File: config.mk
export PLATFORM = sky130hd
export DESIGN_NAME = wlan_frame_classify_filter
export DESIGN_NICKNAME = d
export VERILOG_FILES = /design/src/hw/rtl/wfcf_pkg.sv /design/src/hw/rtl/wfcf_front.sv /design/src/hw/rtl/wfcf_queue.sv /design/src/hw/rtl/wfcf_back.sv /design/src/hw/rtl/wlan_frame_classify_filter.sv
export SDC_FILE = /design/constraint.sdc
export NUM_CORES = 1
export LEC_CHECK = 0
export ABC_AREA = 0
export BUFFER_PORTS_ARGS = -buffer_cell sky130_fd_sc_hd__buf_4
export CORE_MARGIN = 2
export CORE_UTILIZATION = 55
export CTS_BUF_LIST = sky130_fd_sc_hd__clkbuf_16
export CTS_CLUSTER_DIAMETER = 200
export DETAILED_ROUTE_END_ITERATION = 8
export HOLD_SLACK_MARGIN = 0.1
export PLACE_DENSITY = 0.74
export RECOVER_POWER = 50
export SYNTH_ARGS = -nofsm -noshare
export SYNTH_HDL_FRONTEND = slang
export SYNTH_SLANG_ARGS = --single-unit
export TNS_END_PERCENT = 1
File: constraint.sdc
create_clock -name clock -period 10.91 [get_ports clock]
set_input_delay 1.6365 -clock clock [delete_from_list [all_inputs] [get_ports clock]]
set_output_delay 1.6365 -clock clock [all_outputs]
set_load 0.005 [all_outputs]
File: src/hw/rtl/wfcf_pkg.sv
package wfcf_pkg;

   localparam int NUM_CLASSES = 8;

   typedef enum logic [2:0] {
      RSN_NONE     = 3'd0,
      RSN_LENGTH   = 3'd1,
      RSN_CLASS    = 3'd2,
      RSN_VERSION  = 3'd3,
      RSN_SANITY   = 3'd4,
      RSN_DISABLED = 3'd5,
      RSN_ADDRESS  = 3'd6
   } reason_type;

   typedef enum logic [1:0] {
      CSR_CAPTURE_MASK = 2'd0,
      CSR_TARGET_BSSID = 2'd1,
      CSR_MAX_LENGTH   = 2'd2
   } csr_index_type;

   localparam logic [2:0] CLS_MGMT   = 3'd0;
   localparam logic [2:0] CLS_BEACON = 3'd1;
   localparam logic [2:0] CLS_PREQ   = 3'd2;
   localparam logic [2:0] CLS_PRESP  = 3'd3;
   localparam logic [2:0] CLS_DEAUTH = 3'd4;
   localparam logic [2:0] CLS_CTRL   = 3'd5;
   localparam logic [2:0] CLS_DATA   = 3'd6;
   localparam logic [2:0] CLS_EAPOL  = 3'd7;

   localparam logic [63:0] SNAP_PATTERN = 64'hAAAA_0300_0000_888E;

   // verdict handed from the classifier to the counter stage
   typedef struct packed {
      logic       accepted;
      reason_type reason;
      logic [1:0] frame_type;
      logic [3:0] frame_subtype;
      logic [2:0] frame_class;
   } verdict_type;

endpackage

File: src/hw/rtl/wfcf_front.sv
module wfcf_front
   import wfcf_pkg::*;
#(
   parameter int LENGTH_WIDTH = 12
) (
   input  logic              clock,
   input  logic              reset,
   input  logic              in_valid,
   output logic              in_ready,
   input  logic [7:0]        frame_byte,
   input  logic              last_byte,
   input  logic [1:0]        rx_class,
   input  logic [6:0]        capture_mask,
   input  logic [47:0]       target_bssid,
   input  logic [11:0]       max_frame_length,
   output logic              vd_valid,
   input  logic              vd_ready,
   output verdict_type       vd_data
);

   localparam logic [LENGTH_WIDTH-1:0] LEN_MAX = {LENGTH_WIDTH{1'b1}};

   logic [LENGTH_WIDTH-1:0] byte_count_ff, byte_count_in;
   logic [15:0]             fc_ff, fc_in;
   logic [1:0]              hint_ff, hint_in;
   logic [47:0]             ra_ff, ra_in, ta_ff, ta_in, a3_ff, a3_in;
   logic [7:0]              snap_ff [16];
   logic                    vd_valid_ff, vd_valid_in;
   verdict_type             vd_data_ff, vd_data_in;

   logic        take;
   logic [LENGTH_WIDTH:0] len;
   logic [15:0] fc;
   logic [1:0]  ftype;
   logic [3:0]  fsub;
   logic        wds, qos, eapol, off;
   logic [3:0]  hoff;
   logic [63:0] snap_win;
   logic [2:0]  cls;
   reason_type  reason;
   logic        snap_wr;
   logic [3:0]  snap_idx;

   // output slot may be refilled while the queue drains it
   assign in_ready = !vd_valid_ff || vd_ready;
   assign take     = in_valid && in_ready;
   assign vd_valid = vd_valid_ff;
   assign vd_data  = vd_data_ff;
   assign snap_wr  = (byte_count_ff >= LENGTH_WIDTH'(24)) && (byte_count_ff <= LENGTH_WIDTH'(39));
   assign snap_idx = byte_count_ff[3:0] - 4'd8;

   always_comb begin
      byte_count_in = byte_count_ff;
      fc_in   = fc_ff;
      hint_in = hint_ff;
      ra_in   = ra_ff;
      ta_in   = ta_ff;
      a3_in   = a3_ff;
      if (byte_count_ff == '0) begin
         fc_in   = {8'h00, frame_byte};
         hint_in = rx_class;
      end else if (byte_count_ff == LENGTH_WIDTH'(1)) begin
         fc_in = {frame_byte, fc_ff[7:0]};
      end else if (byte_count_ff >= LENGTH_WIDTH'(4) && byte_count_ff <= LENGTH_WIDTH'(9)) begin
         ra_in = {ra_ff[39:0], frame_byte};
      end else if (byte_count_ff >= LENGTH_WIDTH'(10) && byte_count_ff <= LENGTH_WIDTH'(15)) begin
         ta_in = {ta_ff[39:0], frame_byte};
      end else if (byte_count_ff >= LENGTH_WIDTH'(16) && byte_count_ff <= LENGTH_WIDTH'(21)) begin
         a3_in = {a3_ff[39:0], frame_byte};
      end
      if (last_byte)
         byte_count_in = '0;
      else if (byte_count_ff < LEN_MAX)
         byte_count_in = byte_count_ff + LENGTH_WIDTH'(1);
   end

   // verdict for a frame whose last byte is this request
   always_comb begin
      len   = {1'b0, byte_count_ff} + (LENGTH_WIDTH+1)'(1);
      fc    = fc_in;
      ftype = fc[3:2];
      fsub  = fc[7:4];
      wds   = fc[8] && fc[9];
      qos   = fsub[3];
      hoff  = {1'b0, wds, wds, 1'b0} + {2'b00, qos, 1'b0};
      // the current byte may itself be the final snap byte
      for (int i = 0; i < 8; i++) begin
         if (snap_wr && snap_idx == 4'(hoff + 4'(i)))
            snap_win[63-8*i -: 8] = frame_byte;
         else
            snap_win[63-8*i -: 8] = snap_ff[4'(hoff + 4'(i))];
      end
      eapol = (ftype == 2'd2) && (len >= (LENGTH_WIDTH+1)'(36))
              && (len >= (LENGTH_WIDTH+1)'(32) + (LENGTH_WIDTH+1)'(hoff))
              && (snap_win == SNAP_PATTERN);
      case (ftype)
         2'd0: begin
            case (fsub)
               4'd8:        cls = CLS_BEACON;
               4'd4:        cls = CLS_PREQ;
               4'd5:        cls = CLS_PRESP;
               4'd12, 4'd10: cls = CLS_DEAUTH;
               default:     cls = CLS_MGMT;
            endcase
         end
         2'd1:    cls = CLS_CTRL;
         2'd2:    cls = eapol ? CLS_EAPOL : CLS_DATA;
         default: cls = CLS_MGMT;
      endcase
      case (ftype)
         2'd0: off = !capture_mask[0] || (cls == CLS_BEACON && !capture_mask[1])
                     || ((cls == CLS_PREQ || cls == CLS_PRESP) && !capture_mask[2])
                     || (cls == CLS_DEAUTH && !capture_mask[3]);
         2'd1: off = !capture_mask[4];
         2'd2: off = !capture_mask[5] || (eapol && !capture_mask[6]);
         default: off = 1'b1;
      endcase
      if (len < (LENGTH_WIDTH+1)'(24) || len > (LENGTH_WIDTH+1)'(max_frame_length))
         reason = RSN_LENGTH;
      else if (fc[1:0] != 2'd0)
         reason = RSN_VERSION;
      else if (hint_in == 2'd3 || hint_in != ftype)
         reason = RSN_CLASS;
      else if (ftype == 2'd0 && (fsub == 4'd12 || fsub == 4'd10)
               && (len < (LENGTH_WIDTH+1)'(26) || len > (LENGTH_WIDTH+1)'(100) || wds))
         reason = RSN_SANITY;
      else if (ftype == 2'd0 && fc[14] && fsub != 4'd13 && fsub != 4'd14)
         reason = RSN_SANITY;
      else if (off)
         reason = RSN_DISABLED;
      else if (target_bssid != 48'd0 && ra_in != target_bssid && ta_in != target_bssid
               && a3_in != target_bssid)
         reason = RSN_ADDRESS;
      else
         reason = RSN_NONE;
      vd_data_in.accepted      = (reason == RSN_NONE);
      vd_data_in.reason        = reason;
      vd_data_in.frame_type    = ftype;
      vd_data_in.frame_subtype = fsub;
      vd_data_in.frame_class   = cls;
      vd_valid_in = vd_valid_ff && !vd_ready;
      if (take && last_byte)
         vd_valid_in = 1'b1;
   end

   always_ff @(posedge clock) begin
      if (reset) begin
         byte_count_ff <= '0;
         fc_ff         <= '0;
         hint_ff       <= '0;
         ra_ff         <= '0;
         ta_ff         <= '0;
         a3_ff         <= '0;
         vd_valid_ff   <= 1'b0;
      end else begin
         vd_valid_ff <= vd_valid_in;
         if (take) begin
            byte_count_ff <= byte_count_in;
            fc_ff         <= fc_in;
            hint_ff       <= hint_in;
            ra_ff         <= ra_in;
            ta_ff         <= ta_in;
            a3_ff         <= a3_in;
         end
      end
   end

   always_ff @(posedge clock) begin
      if (take && last_byte)
         vd_data_ff <= vd_data_in;
      if (take && snap_wr)
         snap_ff[snap_idx] <= frame_byte;
   end

endmodule

File: src/hw/rtl/wfcf_queue.sv
module wfcf_queue
   import wfcf_pkg::*;
(
   input  logic        clock,
   input  logic        reset,
   input  logic        wr_valid,
   output logic        wr_ready,
   input  verdict_type wr_data,
   output logic        rd_valid,
   input  logic        rd_ready,
   output verdict_type rd_data
);

   verdict_type slot_ff [2];
   logic        wp_ff, wp_in, rp_ff, rp_in;
   logic [1:0]  cnt_ff, cnt_in;
   logic        push, pop;

   assign wr_ready = (cnt_ff != 2'd2);
   assign rd_valid = (cnt_ff != 2'd0);
   assign rd_data  = slot_ff[rp_ff];
   assign push     = wr_valid && wr_ready;
   assign pop      = rd_valid && rd_ready;

   always_comb begin
      wp_in  = wp_ff ^ push;
      rp_in  = rp_ff ^ pop;
      cnt_in = cnt_ff + {1'b0, push} - {1'b0, pop};
   end

   always_ff @(posedge clock) begin
      if (reset) begin
         wp_ff  <= 1'b0;
         rp_ff  <= 1'b0;
         cnt_ff <= 2'd0;
      end else begin
         wp_ff  <= wp_in;
         rp_ff  <= rp_in;
         cnt_ff <= cnt_in;
      end
   end

   always_ff @(posedge clock) begin
      if (push)
         slot_ff[wp_ff] <= wr_data;
   end

endmodule

File: src/hw/rtl/wfcf_back.sv
module wfcf_back
   import wfcf_pkg::*;
#(
   parameter int COUNTER_WIDTH = 32
) (
   input  logic        clock,
   input  logic        reset,
   input  logic        vd_valid,
   output logic        vd_ready,
   input  verdict_type vd_data,
   output logic        rsp_valid,
   input  logic        rsp_ready,
   output logic        rsp_accepted,
   output logic [2:0]  rsp_reject_reason,
   output logic [1:0]  rsp_frame_type,
   output logic [3:0]  rsp_frame_subtype,
   output logic [2:0]  rsp_frame_class,
   output logic [31:0] rsp_total_count,
   output logic [31:0] rsp_class_count
);

   logic [COUNTER_WIDTH-1:0] cnt_ff [NUM_CLASSES];
   logic [COUNTER_WIDTH-1:0] total_ff, total_in, cls_in;
   logic                     valid_ff, valid_in;
   verdict_type              out_ff;
   logic [31:0]              tot_out_ff, cls_out_ff;
   logic                     take;

   assign vd_ready = !valid_ff || rsp_ready;
   assign take     = vd_valid && vd_ready;

   always_comb begin
      total_in = total_ff + COUNTER_WIDTH'(vd_data.accepted);
      cls_in   = cnt_ff[vd_data.frame_class] + COUNTER_WIDTH'(vd_data.accepted);
      valid_in = take || (valid_ff && !rsp_ready);
   end

   always_ff @(posedge clock) begin
      if (reset) begin
         valid_ff <= 1'b0;
         total_ff <= '0;
         for (int i = 0; i < NUM_CLASSES; i++)
            cnt_ff[i] <= '0;
      end else begin
         valid_ff <= valid_in;
         if (take) begin
            total_ff <= total_in;
            cnt_ff[vd_data.frame_class] <= cls_in;
         end
      end
   end

   // zero-extend when counters are narrower than the ports
   always_ff @(posedge clock) begin
      if (take) begin
         out_ff     <= vd_data;
         tot_out_ff <= 32'({{64{1'b0}}, total_in});
         cls_out_ff <= 32'({{64{1'b0}}, cls_in});
      end
   end

   assign rsp_valid         = valid_ff;
   assign rsp_accepted      = out_ff.accepted;
   assign rsp_reject_reason = out_ff.reason;
   assign rsp_frame_type    = out_ff.frame_type;
   assign rsp_frame_subtype = out_ff.frame_subtype;
   assign rsp_frame_class   = out_ff.frame_class;
   assign rsp_total_count   = tot_out_ff;
   assign rsp_class_count   = cls_out_ff;

endmodule

File: src/hw/rtl/wlan_frame_classify_filter.sv
// a verdict is registered in the front, queued, then registered for output
// throughput: one byte request per cycle unless stalled (single-byte parser)
// a two-entry verdict queue lets the counter stage stall apart from the parser
// reset (synchronous, active high) clears the parser, queue, counters and
// restores capture_mask 127, target_bssid 0 and max_frame_length 2500
module wlan_frame_classify_filter
   import wfcf_pkg::*;
#(
   parameter int COUNTER_WIDTH = 32,
   parameter int LENGTH_WIDTH  = 12
) (
   input  logic        clock,
   input  logic        reset,
   input  logic        req_valid,
   output logic        req_ready,
   input  logic [7:0]  req_frame_byte,
   input  logic        req_last_byte,
   input  logic [1:0]  req_rx_class,
   output logic        rsp_valid,
   input  logic        rsp_ready,
   output logic        rsp_accepted,
   output logic [2:0]  rsp_reject_reason,
   output logic [1:0]  rsp_frame_type,
   output logic [3:0]  rsp_frame_subtype,
   output logic [2:0]  rsp_frame_class,
   output logic [31:0] rsp_total_count,
   output logic [31:0] rsp_class_count,
   input  logic        csr_write,
   input  logic [1:0]  csr_index,
   input  logic [47:0] csr_data
);

   logic [6:0]  mask_ff;
   logic [47:0] bssid_ff;
   logic [11:0] maxlen_ff;
   logic        fq_valid, fq_ready, qb_valid, qb_ready;
   verdict_type fq_data, qb_data;

   always_ff @(posedge clock) begin
      if (reset) begin
         mask_ff   <= 7'd127;
         bssid_ff  <= 48'd0;
         maxlen_ff <= 12'd2500;
      end else if (csr_write) begin
         case (csr_index)
            CSR_CAPTURE_MASK: mask_ff   <= csr_data[6:0];
            CSR_TARGET_BSSID: bssid_ff  <= csr_data;
            CSR_MAX_LENGTH:   maxlen_ff <= csr_data[11:0];
            default: ;
         endcase
      end
   end

   wfcf_front #(.LENGTH_WIDTH(LENGTH_WIDTH)) u_front (
      .clock, .reset,
      .in_valid(req_valid), .in_ready(req_ready),
      .frame_byte(req_frame_byte), .last_byte(req_last_byte), .rx_class(req_rx_class),
      .capture_mask(mask_ff), .target_bssid(bssid_ff), .max_frame_length(maxlen_ff),
      .vd_valid(fq_valid), .vd_ready(fq_ready), .vd_data(fq_data)
   );

   wfcf_queue u_queue (
      .clock, .reset,
      .wr_valid(fq_valid), .wr_ready(fq_ready), .wr_data(fq_data),
      .rd_valid(qb_valid), .rd_ready(qb_ready), .rd_data(qb_data)
   );

   wfcf_back #(.COUNTER_WIDTH(COUNTER_WIDTH)) u_back (
      .clock, .reset,
      .vd_valid(qb_valid), .vd_ready(qb_ready), .vd_data(qb_data),
      .rsp_valid, .rsp_ready, .rsp_accepted, .rsp_reject_reason, .rsp_frame_type,
      .rsp_frame_subtype, .rsp_frame_class, .rsp_total_count, .rsp_class_count
   );

endmodule

# Word level (Yosys, flattened, before mapping)
# Memory sizes are Yosys's and may differ from the RTL's. A register that Yosys moved wholly into a read port is not among the register bits.
# Index checks and enable logic that the tools add are counted.
totals:
  reg_bits: 364
  mem_count: 3
  inputBits: 66
  ramBits: 410
  output_inout_bits: 79
  elab_cells: 217
memory_table:
  columns: ["memory", "depth", "word_bits", "read_ports", "rd_ports_with_merged_regs", "wr", "line_no", "rtl"]
  rows:
  - ["u_back.cnt_ff", 8, 32, 1, 0, 8, "wfcf_back.sv:22", "logic [COUNTER_WIDTH-1:0] cnt_ff [NUM_CLASSES];"]
  - ["u_front.snap_ff", 16, 8, 8, 0, 1, "wfcf_front.sv:27", "logic [7:0] snap_ff [16];"]
  - ["u_queue.slot_ff", 2, 13, 1, 1, 1, "wfcf_queue.sv:14", "verdict_type slot_ff [2];"]
op_classes:
  bitwise_logic: 2
  addsub: 16
  n_reduce_logical: 73
  n_eq_ne: 31
  muxes: 50
  magnitude_cmp: 15
op_table:
  columns: ["operator", "n"]
  rows:
  - ["48-bit two-way mux", 12]
  - ["48-bit inequality test", 3]
  - ["32-bit by 1-bit adder with 32-bit output", 2]
  - ["64-bit == test, second input constant", 1]
  - ["8-bit two-way mux", 8]
  - ["48-bit nonzero test", 1]
  - ["1-bit logical AND", 35]
  - ["4-bit == test", 8]
  - ["32-bit two-way mux", 1]
  - ["32-bit OR reduction", 1]
  - ["15-bit two-way mux", 2]
  - ["13-bit by 5-bit less-than comparator with 1-bit output, second input constant", 2]
  - ["12-bit by 5-bit >= comparator with 1-bit output, second input constant", 2]
  - ["12-bit by 4-bit <= comparator with 1-bit output, second input constant", 2]
  - ["12-bit two-way mux", 2]
  - ["3-bit two-way mux", 8]
  - ["4-bit by 3-bit adder with 4-bit output, second input constant", 4]
  - ["12-bit by 1-bit adder with 13-bit output, second input constant", 1]
  - ["13-bit >= comparator", 1]
  - ["13-bit by 6-bit >= comparator with 1-bit output, second input constant", 1]
  - ["13-bit by 12-bit > comparator with 1-bit output", 1]
  - ["13-bit by 7-bit > comparator with 1-bit output, second input constant", 1]
  - ["1-bit logical OR", 13]
  - ["1-bit two-way mux", 13]
  - ["36 further kinds", 62]

# Longest topological paths before layout
depth:
  word_depth: 26
  mapped_depth: 20
  ltp_nobuf: 17

# Hierarchy
# From an unflattened synthesis, not the netlist that was laid out.
unflattened:
  hier_cells: 3792
  area_unflattened_um2: 39349.0
by_module_without_submodules:
  columns: ["module", "seq_area_each_um2", "n_inst", "area_each_um2", "cells_per_inst"]
  rows:
  - ["wfcf_front", 7637.3, 1, 18630.4, 2163]
  - ["wfcf_back", 10660.2, 1, 16668.5, 1278]
  - ["wlan_frame_classify_filter", 1341.3, 1, 2884.0, 284]
  - ["wfcf_queue", 860.8, 1, 1166.1, 67]

# Worst setup path before layout
# No wires, ideal clock.
synth_path:
  path_kind: "input-to-reg"
  start: "input rsp_ready"
  end: "register u_queue.cnt_ff[1]"
  setup_slack_ns: 5.068
  setup_time_ns: 0.128
  stages: 11
  t_arrival_ns: 5.714
  n_path_buf: 2
  required_ns: 10.782
  cell_sequence: "nand2b_1 -> o21ai_1 -> inv_1 -> clkbuf_1 -> clkbuf_1 -> ha_1 -> inv_1 -> ha_1 -> xor2_1 -> xnor2_1 -> nor2_1"
synth_via:
  elab_chain_cells: 3
synth_lines:
  columns: ["element", "line_no", "rtl"]
  rows:
  - ["start, declared", "wlan_frame_classify_filter.sv:20", "input logic rsp_ready,"]
  - ["1-bit logical OR", "wfcf_back.sv:29", "assign vd_ready = !valid_ff || rsp_ready;"]
  - ["1-bit logical AND", null, null]
  - ["net u_back.take", "wfcf_back.sv:27", "logic take;"]
  - ["2-bit by 1-bit subtractor with 2-bit output", "wfcf_queue.sv:28", "cnt_in = cnt_ff + {1'b0, push} - {1'b0, pop};"]
  - ["end signal, assigned", "wfcf_queue.sv:39", "cnt_ff <= cnt_in;"]
  - ["end, declared", "wfcf_queue.sv:16", "logic [1:0] cnt_ff, cnt_in;"]
# The timed path passes the listed nets, and every way through them passes these cells.
# A chain may end at the register's enable or synchronous reset.

==> reports/summary.json <==
{
  "avgRoutedWirePerCell": {"value": 23.8, "unit": "um"},
  "power_frac_comb": {"value": 17.4, "unit": "%"},
  "path_clk_slew": {"value": 0.06, "unit": "ns"},
  "ys_seq_area_share": {"value": 55.1, "unit": "%"},
  "finalNetCount": {"value": 3799},
  "instances_no_fill": {"value": 4633},
  "run_status": {"value": "finished, violations left"},
  "worst_hold_slack": {"value": 0.455, "unit": "ns"},
  "grt_start_max_net_pins": {"value": 95},
  "synth_edf_count": {"value": 500},
  "drt_pre_antenna_iters": {"value": 6},
  "met3RoutedLength": {"value": 10600, "unit": "um"},
  "chipWidth": {"value": 264, "unit": "um"},
  "cts.root.buffer_cell": {"value": "sky130_fd_sc_hd__clkbuf_16"},
  "detailroute.wirelength.met2": {"value": 51400, "unit": "um"},
  "postLayoutSetupSlackWorst": {"value": 2.58, "unit": "ns"},
  "pwr-share-seq": {"value": 46.6, "unit": "%"},
  "timing.hold.worst.class": {"value": "flop to flop"},
  "yosys_register_bits": {"value": 774},
  "most_numerous_cell_in_the_yosys_netlist": {"value": "sky130_fd_sc_hd__nand2_1"},
  "clock_tree_from_tritoncts": {"value": "yes"},
  "synth_ff_type": {"value": "sky130_fd_sc_hd__edfxtp_1"},
  "worst_r2r_end": {"value": "u_back.cnt_ff[2][19]$_SDFFCE_PN0P_"},
  "violations": {"value": "capacitance limit, slew limit"},
  "final_min_period_over_clock_period": {"value": 76.4, "unit": "%"},
  "floorplan.initialDensity": {"value": 55.5, "unit": "%"},
  "switching_share": {"value": 28.5, "unit": "%"},
  "intPower": {"value": 5.47, "unit": "mW"},
  "syn_to_final_growth": {"value": 10.8, "unit": "%"},
  "clock_power_share": {"value": 36.0, "unit": "%"},
  "grt_pass1_vias": {"value": 28300},
  "criticalPathCategory": {"value": "flop to flop"},
  "floorplan.rows": {"value": 95},
  "worstSetupEndpoint": {"value": "u_back.cnt_ff[2][19]$_SDFFCE_PN0P_"},
  "netlist.top_cell.by_area": {"value": "sky130_fd_sc_hd__edfxtp_1"},
  "synth.cell_area": {"value": 37200, "unit": "sq um"},
  "design.portCount": {"value": 145},
  "powerDensity": {"value": 185, "unit": "nW/um^2"},
  "vdd_drop_max": {"value": 0.127, "unit": "mV"},
  "cts_made_buffers": {"value": 80},
  "drv_slew": {"value": 797},
  "drt_iter0_drc": {"value": 3630},
  "critical_path.max_fanout": {"value": 46},
  "floorplan.die_area": {"value": 69700, "unit": "sq um"},
  "clock_latency": {"value": 0.63, "unit": "ns"},
  "die_height": {"value": 264, "unit": "um"},
  "first_pass_grt_wire_length": {"value": 168000, "unit": "um"},
  "synthesis.yosys.warnings": {"value": 0},
  "dp_hpwl": {"value": 70400, "unit": "um"},
  "ff_to_ff_setup_slack": {"value": 2.58, "unit": "ns"},
  "setup-violations-final": {"value": 0},
  "gp_congestion": {"value": 1.00},
  "globalRouteTotalUtil": {"value": 31.2, "unit": "%"},
  "measured_slew_at_the_worst_slew_check_pin": {"value": 4.19, "unit": "ns"},
  "postCtsHoldBufs": {"value": 0},
  "io_buffer_count": {"value": 144},
  "avgViaCountPerCell": {"value": 6.31},
  "hold_viol_final": {"value": 0},
  "period_needed": {"value": 8.33, "unit": "ns"},
  "grt_antenna_before_repair": {"value": 0},
  "ant_nets": {"value": 0},
  "setup_tns": {"value": 0, "unit": "ns"},
  "yosys-top-cells-area": {"value": "sky130_fd_sc_hd__edfxtp_1 (40%), sky130_fd_sc_hd__dfxtp_1 (15%), sky130_fd_sc_hd__nand2_1 (5.5%), sky130_fd_sc_hd__nor2_1 (4.1%), sky130_fd_sc_hd__a21oi_1 (3.8%)"},
  "unrepaired_setup_endpoints_after_global_routing": {"value": "false"},
  "cts-root-to-sink-buffers": {"value": 3},
  "wirelength": {"value": 110000, "unit": "um"},
  "htree_levels": {"value": 3},
  "timing.critical_path.from": {"value": "u_queue.rp_ff$_SDFF_PP0_"},
  "p_leak": {"value": 14.9, "unit": "nW"},
  "place_ws": {"value": 4.81, "unit": "ns"},
  "cp_data_required_time": {"value": 11.25, "unit": "ns"},
  "cts_resized": {"value": 0},
  "filler_instances": {"value": 5523},
  "diode_count": {"value": 0},
  "r2r-start": {"value": "u_queue.rp_ff$_SDFF_PP0_"},
  "buffers_inserted_during_post_cts_setup_optimization": {"value": 0},
  "p_sw": {"value": 2.18, "unit": "mW"},
  "grt.overflow.total": {"value": 0},
  "ys_types": {"value": 103},
  "fmaxAchievable": {"value": 120, "unit": "MHz"},
  "postSynth.asyncResetShare": {"value": 0, "unit": "%"},
  "drv.max_cap_violation_count": {"value": 19},
  "clock_skew": {"value": 0.0281, "unit": "ns"},
  "drc": {"value": 0},
  "placeableCoreArea": {"value": 67000, "unit": "sq um"},
  "route.layer.met1.wl": {"value": 43700, "unit": "um"},
  "final_layout_size_suffix_gt1_share": {"value": 9.89, "unit": "%"},
  "top_area_cell_type_share_of_the_netlist_area": {"value": 40.4, "unit": "%"},
  "cts.sink_count": {"value": 774},
  "worst_setup_sp_type": {"value": "flop"},
  "max_slew_margin": {"value": -179, "unit": "%"},
  "highest-signal-layer": {"value": "met4"},
  "power": {"value": 7.65, "unit": "mW"},
  "average_cell_area_after_synthesis": {"value": 10.2, "unit": "sq um"},
  "netlist_top_cells_count": {"value": "sky130_fd_sc_hd__nand2_1 (543), sky130_fd_sc_hd__edfxtp_1 (500), sky130_fd_sc_hd__nor2_1 (405)"},
  "route.vias.total": {"value": 29200},
  "ff2ff_path_depth": {"value": 13},
  "syn-instance-count": {"value": 3658},
  "endpoint_kind": {"value": "flop"},
  "postSynthNetCount": {"value": 3763},
  "placed_cells_incl_taps": {"value": 4485},
  "worst_ep_arrival_time": {"value": 8.68, "unit": "ns"}
}
through the flow:
step	area, sq um	utilization, %
final	41200	61.5
after global routing	41200	61.5
after CTS	41400	61.7
after detailed placement	38800	57.9
after global placement	38800	57.9
after floorplan	37200	-
layout make-up:
| class | count | area (sq um) | share of cell area [%] |
|---|---|---|---|
| multi-input cells | 2506 | 15200 | 36.9 |
| inverters | 140 | 529 | 1.28 |
| flip-flops and latches | 774 | 20500 | 49.7 |
| repair buffers | 192 | 1320 | 3.20 |
| clock buffers | 81 | 2030 | 4.92 |
| clock inverters | 67 | 566 | 1.37 |
| well taps | 873 | 1090 | 2.65 |
per-layer routing:
layer / global-route usage (%) / vias up
met5: 0 / -
met4: 13.8 / 0
met3: 5.70 / 322
met2: 50.4 / 1622
met1: 41.1 / 14100
li1: - / 13200
power by group through the flow:
stage	Clock [mW]	Combinational, mW	Sequential [mW]
floorplan	0	0.770	3.59
global placement	0	1.33	3.61
detailed placement	0	1.35	3.62
CTS	2.77	1.36	3.56
global route	2.89	1.43	3.59
finish	2.75	1.33	3.56
worst min-delay path by stage:
stage	from	to	cells past startpoint
2_1_floorplan	u_front.vd_data[0]$_DFFE_PP_	u_queue.slot_ff[0][0]$_DFFE_PP_	0
3_3_place_gp	u_front.vd_data[5]$_DFFE_PP_	u_queue.slot_ff[0][5]$_DFFE_PP_	0
3_5_place_dp	u_front.ra_ff[44]$_SDFFE_PP0P_	u_front.ra_ff[44]$_SDFFE_PP0P_	2
4_1_cts	u_front.ra_ff[44]$_SDFFE_PP0P_	u_front.ra_ff[44]$_SDFFE_PP0P_	2
5_1_grt	u_front.vd_data[5]$_DFFE_PP_	u_queue.slot_ff[0][5]$_DFFE_PP_	0
6_report	maxlen_ff[5]$_SDFFE_PP0P_	maxlen_ff[5]$_SDFFE_PP0P_	2
cell usage in the layout, fill, tap and decap left out, types with 39 or more instances in the layout:
cell type,instances
sky130_fd_sc_hd__nor2_1,403
sky130_fd_sc_hd__nor3_1,46
sky130_fd_sc_hd__mux2i_1,61
sky130_fd_sc_hd__clkbuf_16,81
sky130_fd_sc_hd__xnor2_1,122
sky130_fd_sc_hd__buf_4,90
sky130_fd_sc_hd__nand3_1,85
sky130_fd_sc_hd__clkbuf_4,69
sky130_fd_sc_hd__nand4_1,81
sky130_fd_sc_hd__o21ai_0,84
sky130_fd_sc_hd__nor4_1,64
sky130_fd_sc_hd__xor2_1,105
sky130_fd_sc_hd__a21oi_1,283
sky130_fd_sc_hd__o22ai_1,41
sky130_fd_sc_hd__nand2_1,543
sky130_fd_sc_hd__inv_1,152
sky130_fd_sc_hd__edfxtp_1,500
sky130_fd_sc_hd__ha_1,39
sky130_fd_sc_hd__dfxtp_1,274
critical path, stage by stage (launching register included):
cell and delay, ns:
sky130_fd_sc_hd__dfxtp_1 0.60, sky130_fd_sc_hd__clkbuf_1 1.02, sky130_fd_sc_hd__mux2i_4 0.37, sky130_fd_sc_hd__clkbuf_1 1.97, sky130_fd_sc_hd__inv_2 0.76, sky130_fd_sc_hd__buf_4 0.57, sky130_fd_sc_hd__mux2i_1 0.19, sky130_fd_sc_hd__o2bb2ai_1 0.19
sky130_fd_sc_hd__a221oi_1 0.21, sky130_fd_sc_hd__nor4_2 0.59, sky130_fd_sc_hd__nand4_4 0.46, sky130_fd_sc_hd__nor2_1 0.25, sky130_fd_sc_hd__xor2_1 0.70, sky130_fd_sc_hd__nor2_1 0.13
kinds of logic (layout without fill, tap and decap cells):
logic type / Yosys count / after routing / synth area share [%]
multiplexers: 89 / 89 / 2.67
flip-flops: 774 / 774 / 55.1
buffers and inverters: 378 / 480 / 4.12
AND/OR/NAND/NOR: 1459 / 1459 / 19.0
XOR/XNOR: 242 / 242 / 6.03
AO/OA/AOI/OAI: 677 / 677 / 11.8
adder cells (fa/ha/maj): 39 / 39 / 1.31
flip-flops by register name, summed over array words and instances, names as in the netlist, 13 cells and up:
| name | count |
|---|---|
| u_front.a3_ff | 48 |
| bssid_ff | 48 |
| u_front.vd_data | 13 |
| u_front.ra_ff | 48 |
| u_queue.slot_ff | 26 |
| u_back.rsp_class_count | 32 |
| u_front.snap_ff | 128 |
| u_back.cnt_ff | 256 |
| u_back.total_ff | 32 |
| u_back.rsp_total_count | 32 |
| u_front.ta_ff | 48 |
Power figures use the tool's default switching activity.
